### src/hw/rtl/stwec_pkg.sv
`timescale 1ns / 1ps
`default_nettype none

package stwec_pkg;

  localparam int RING_DEPTH_DEF = 1024;

  localparam int TIME_W  = 48;
  localparam int UNIT_W  = 2;
  localparam int DUR_W   = 31;
  localparam int SCALE_W = 22;
  localparam int LEN_W   = DUR_W + SCALE_W;
  localparam int COUNT_W = 11;
  localparam int CFG_IDX_W  = 2;
  localparam int CFG_DATA_W = DUR_W;

  localparam logic [CFG_IDX_W-1:0] CFG_DURATION_UNIT  = CFG_IDX_W'(0);
  localparam logic [CFG_IDX_W-1:0] CFG_DURATION_VALUE = CFG_IDX_W'(1);

  localparam logic [UNIT_W-1:0] UNIT_HOURS   = UNIT_W'(0);
  localparam logic [UNIT_W-1:0] UNIT_MINUTES = UNIT_W'(1);

  localparam logic [SCALE_W-1:0] MS_PER_HOUR   = SCALE_W'(3600000);
  localparam logic [SCALE_W-1:0] MS_PER_MINUTE = SCALE_W'(60000);
  localparam logic [SCALE_W-1:0] MS_PER_SECOND = SCALE_W'(1000);

  localparam logic [UNIT_W-1:0] DUR_UNIT_RST  = UNIT_HOURS;
  localparam logic [DUR_W-1:0]  DUR_VALUE_RST = DUR_W'(1);

  typedef enum logic [2:0] {
    ST_IDLE,
    ST_STORE,
    ST_SCAN_RD,
    ST_SCAN_CMP,
    ST_FINISH
  } state_t;

  typedef struct packed {
    logic accept;
    logic store;
    logic read;
    logic step;
    logic finish;
  } cmd_t;

  typedef struct packed {
    logic slide;
    logic scan_more;
  } status_t;

  function automatic logic [SCALE_W-1:0] unit_scale(input logic [UNIT_W-1:0] unit);
    logic [SCALE_W-1:0] s;
    case (unit)
      UNIT_HOURS:   s = MS_PER_HOUR;
      UNIT_MINUTES: s = MS_PER_MINUTE;
      default:      s = MS_PER_SECOND;
    endcase
    return s;
  endfunction

endpackage

`default_nettype wire

### src/hw/rtl/stwec_ctrl.sv
`timescale 1ns / 1ps
`default_nettype none

module stwec_ctrl (
  input  wire logic               clk,
  input  wire logic               rst_n,
  input  wire logic               in_valid,
  output logic                    in_ready,
  output logic                    out_valid,
  input  wire logic               out_ready,
  input  wire stwec_pkg::status_t status,
  output stwec_pkg::cmd_t         cmd
);

  stwec_pkg::state_t state_r, state_nxt;
  logic out_valid_r, out_valid_nxt;
  logic out_free;

  assign out_free  = !out_valid_r || out_ready;
  assign out_valid = out_valid_r;

  always_ff @(posedge clk) begin
    if (!rst_n) begin
      state_r     <= stwec_pkg::ST_IDLE;
      out_valid_r <= 1'b0;
    end else begin
      state_r     <= state_nxt;
      out_valid_r <= out_valid_nxt;
    end
  end

  always_comb begin
    state_nxt = state_r;
    unique case (state_r)
      stwec_pkg::ST_IDLE:     if (in_valid) state_nxt = stwec_pkg::ST_STORE;
      stwec_pkg::ST_STORE:    state_nxt = status.slide ? stwec_pkg::ST_SCAN_RD
                                                       : stwec_pkg::ST_FINISH;
      stwec_pkg::ST_SCAN_RD:  state_nxt = stwec_pkg::ST_SCAN_CMP;
      stwec_pkg::ST_SCAN_CMP: state_nxt = status.scan_more ? stwec_pkg::ST_SCAN_RD
                                                           : stwec_pkg::ST_FINISH;
      stwec_pkg::ST_FINISH:   if (out_free) state_nxt = stwec_pkg::ST_IDLE;
      default:                state_nxt = stwec_pkg::ST_IDLE;
    endcase
  end

  always_comb begin
    cmd      = '0;
    in_ready = 1'b0;
    unique case (state_r)
      stwec_pkg::ST_IDLE: begin
        in_ready   = 1'b1;
        cmd.accept = in_valid;
      end
      stwec_pkg::ST_STORE:    cmd.store  = 1'b1;
      stwec_pkg::ST_SCAN_RD:  cmd.read   = 1'b1;
      stwec_pkg::ST_SCAN_CMP: cmd.step   = status.scan_more;
      stwec_pkg::ST_FINISH:   cmd.finish = out_free;
      default: ;
    endcase
    // result register drains independently of the sequencer
    out_valid_nxt = cmd.finish ? 1'b1 : (out_valid_r && !out_ready);
  end

endmodule

`default_nettype wire

### config.mk
export PLATFORM = sky130hd
export DESIGN_NAME = stwec_ctrl
export DESIGN_NICKNAME = d
export VERILOG_FILES = /design/src/hw/rtl/stwec_pkg.sv /design/src/hw/rtl/stwec_ctrl.sv
export SDC_FILE = /design/constraint.sdc
export NUM_CORES = 1
export LEC_CHECK = 0
export ABC_AREA = 1
export BUFFER_PORTS_ARGS = -buffer_cell sky130_fd_sc_hd__buf_2
export CORE_AREA = 10 10 47 49
export DETAILED_ROUTE_END_ITERATION = 12
export DIE_AREA = 0 0 57 59
export MAX_ROUTING_LAYER = met4
export PLACE_DENSITY = 0.42
export SLEW_MARGIN = 5
export SYNTH_ARGS = -nofsm -noshare
export SYNTH_HDL_FRONTEND = slang
export SYNTH_SLANG_ARGS = --single-unit
### constraint.sdc
create_clock -name clk -period 1 [get_ports clk]
set_input_delay 0.1 -clock clk [delete_from_list [all_inputs] [get_ports clk]]
set_output_delay 0.1 -clock clk [all_outputs]
set_load 0.01 [all_outputs]
==> impl_results.md <==
* Status: finished, violations left
* Violations in the final reports: setup timing
* Number of register bits inferred by synthesis at 4
* Layout Area Growth over Synthesis at 85.3%
* Launch point of the worst reg-to-reg path: state_r[0]
* Height of the chip at 59 µm
* Post-synth cell types at 9
* Total power per unit cell area at 1370 nW/µm²
* Register area share after synthesis at 0.337
* Antenna-violating nets left at 0
* Total congestion overflow at 0
* Worst path setup slack after routing at -0.121 ns
* Cell area after placement at 318 µm²
* Initial Utilization at 0.170
* Synthesis Warnings at 0
* Most area-hungry cell type in the Yosys netlist: dfxtp_1
* Critical Path Source Type: flop
* Buffers added on ports at 12
* Die ar. at 3360 µm²
* Number of H-tree levels at 1
* Worst Tran Pin Value at 0.137 ns
* Final Hold Viols at 0
* Global Route Usage Sum at 0.0391
* Tcrit/Tclk final at 1.12
* Max-cap viol count at 0
* Max VDD drop at 0.356 mV
* Fin nets at 70
* Via count of the routed design at 301
* Share of layout cells above drive strength 1 at 0.581
* Total Neg Setup Slack at -0.518 ns
* Synth Net Count at 49
* Cell chosen for the clock root: clkbuf_4
* Initial antenna violation count at 0
* Static leakage at 0.000257 µW
* DR WL/cell at 9.29 µm
* Reg clk slew, reported paths at 0.04 ns
* Endpoint class of the critical path: output pin
* Number of global-route vias before repair at 298
* Routability-driven placement congestion ratio at 0.697
* Crit Path Max Fanout at 4
* First-pass GRT wire length at 1010 µm
* Number of detailed-route iterations in the first pass at 4
* Worst slew margin relative to its limit at 0.909
* Peak clock frequency supported by timing at 892 MHz
* Top cell type's share of synthesized area at 0.337
* CTS hold repair buffers at 0
* Area of the mapped netlist at 238 µm²
* Synth area leaders: dfxtp_1 34%, inv_1 19%, nor2_1 16%
* Unrepaired setup endpoints after global routing: yes
* Largest net degree at the start of global routing at 6
* Routed wire length at 725 µm
* Detail Placement HPWL at 530 µm
* Crit path kind: reg2out
* Number of diodes added for antenna fixing at 0
* Arrival time at the worst endpoint at 1.02 ns
* Clock tree sinks at 4
* Most common cell after layout, fill and taps aside: inv_1
* Syn Area/Cell at 5.53 µm²
* Clk Latency, worst-skew pair at 0.23 ns
* Slew Limit Fails at 0
* Via-per-instance ratio at 3.86
* Number of cell rows at 14
* Worst clock skew on the final layout at 0.000631 ns
* Hold Worst Slack at 0.0695 ns
* Worst Hold Class: in2reg
* Width of the die at 57 µm
* Commonest cells after routing, fill and taps aside: 11 x inv_1, 10 x buf_2, 6 x nand2_1
* Number of cells produced by synthesis at 43
* Maximum count of clock buffers along a single path at 2
* Final count of negative-setup-slack endpoints at 6
* Cell area after layout at 440 µm²
* Drt drc at 0
* Total of fill cells in the finished design at 169
* Fin crit period at 1.12 ns
* Top-Level Pins at 13
* Crit. Startpoint: state_r[1]
* Core Box Area at 1400 µm²
* CTS tree: done
* Startpoint of the lowest-slack hold path: rst_n
* Count of routing violations after the opening detailed-route iteration at 6
* Critical path data required time at 0.90 ns
* Num CTS Buffers at 3
layout make-up:
type	count	area [µm²]	share of cell area
multi-input cells	26	151	0.344
flip-flops and latches	4	91.3	0.207
well taps	16	20.0	0.0455
clock buffers	3	22.5	0.0511
repair buffers	16	106	0.241
inverters	13	48.8	0.111
layer usage:
layer / global-route usage / vias to the layer above / wire, µm / share of wire
met5: - / - / 0 / 0
met4: 0.0503 / 0 / 0 / 0
met3: 0.0129 / 0 / 51 / 0.070
met2: 0.0651 / 6 / 422 / 0.58
met1: 0.0297 / 135 / 251 / 0.35
li1: - / 160 / - / -
worst max-delay path: stages, from the launching register on:
cell	delay [ns]
dfxtp_4	0.35
nor2_2	0.13
nand2_1	0.09
nor2_1	0.09
buf_2	0.13
Yosys cell counts:
library cell / n
a21oi_1: 1
dfxtp_1: 4
inv_1: 12
inv_2: 1
nand2_1: 9
nand2_2: 1
nand3_1: 4
nor2_1: 10
nor2_2: 1
where the power goes:
part | internal (µW) | switching, µW
clock network | 134 | 64.2
registers | 174 | 20.2
logic | 107 | 105
registers in the layout, indices dropped and copies added, names as in the netlist:
signal / count
out_valid: 1
state_r: 3
path summary, 6_finish.rpt:
kind	cells past startpoint	slack [ns]	end
hold / removal	3	0.07	state_r[2]
setup / recovery	4	-0.12	cmd[0]
setup reg to reg	7	0.02	state_r[1]
hold reg to reg	4	0.54	out_valid
kinds of logic after synthesis:
kind of cell	after synthesis	synth area share
and+or+nand+nor	25	0.437
AOI/OAI and AO/OA	1	0.0210
buffers and inverters	13	0.205
DFF	4	0.337
timing repair:
item / CTS / global route
resized for setup: 11 / 12
endpoints found under the setup margin: 6 / 8
setup buffers: 3 / 1
pin swaps: 3 / 4
per-stage QoR:
stage / setup WS, ns / std cells / utilization / total power [µW]
3_5_place_dp: 0.0612 / 71 / 0.227 / 323
4_1_cts: -0.117 / 77 / 0.280 / 584
5_1_grt: -0.194 / 78 / 0.314 / 642
2_1_floorplan: 0.108 / 43 / - / 272
3_3_place_gp: 0.0792 / 71 / 0.227 / 322
6_report: -0.121 / 78 / 0.314 / 604
Power figures use the tool's default switching activity.
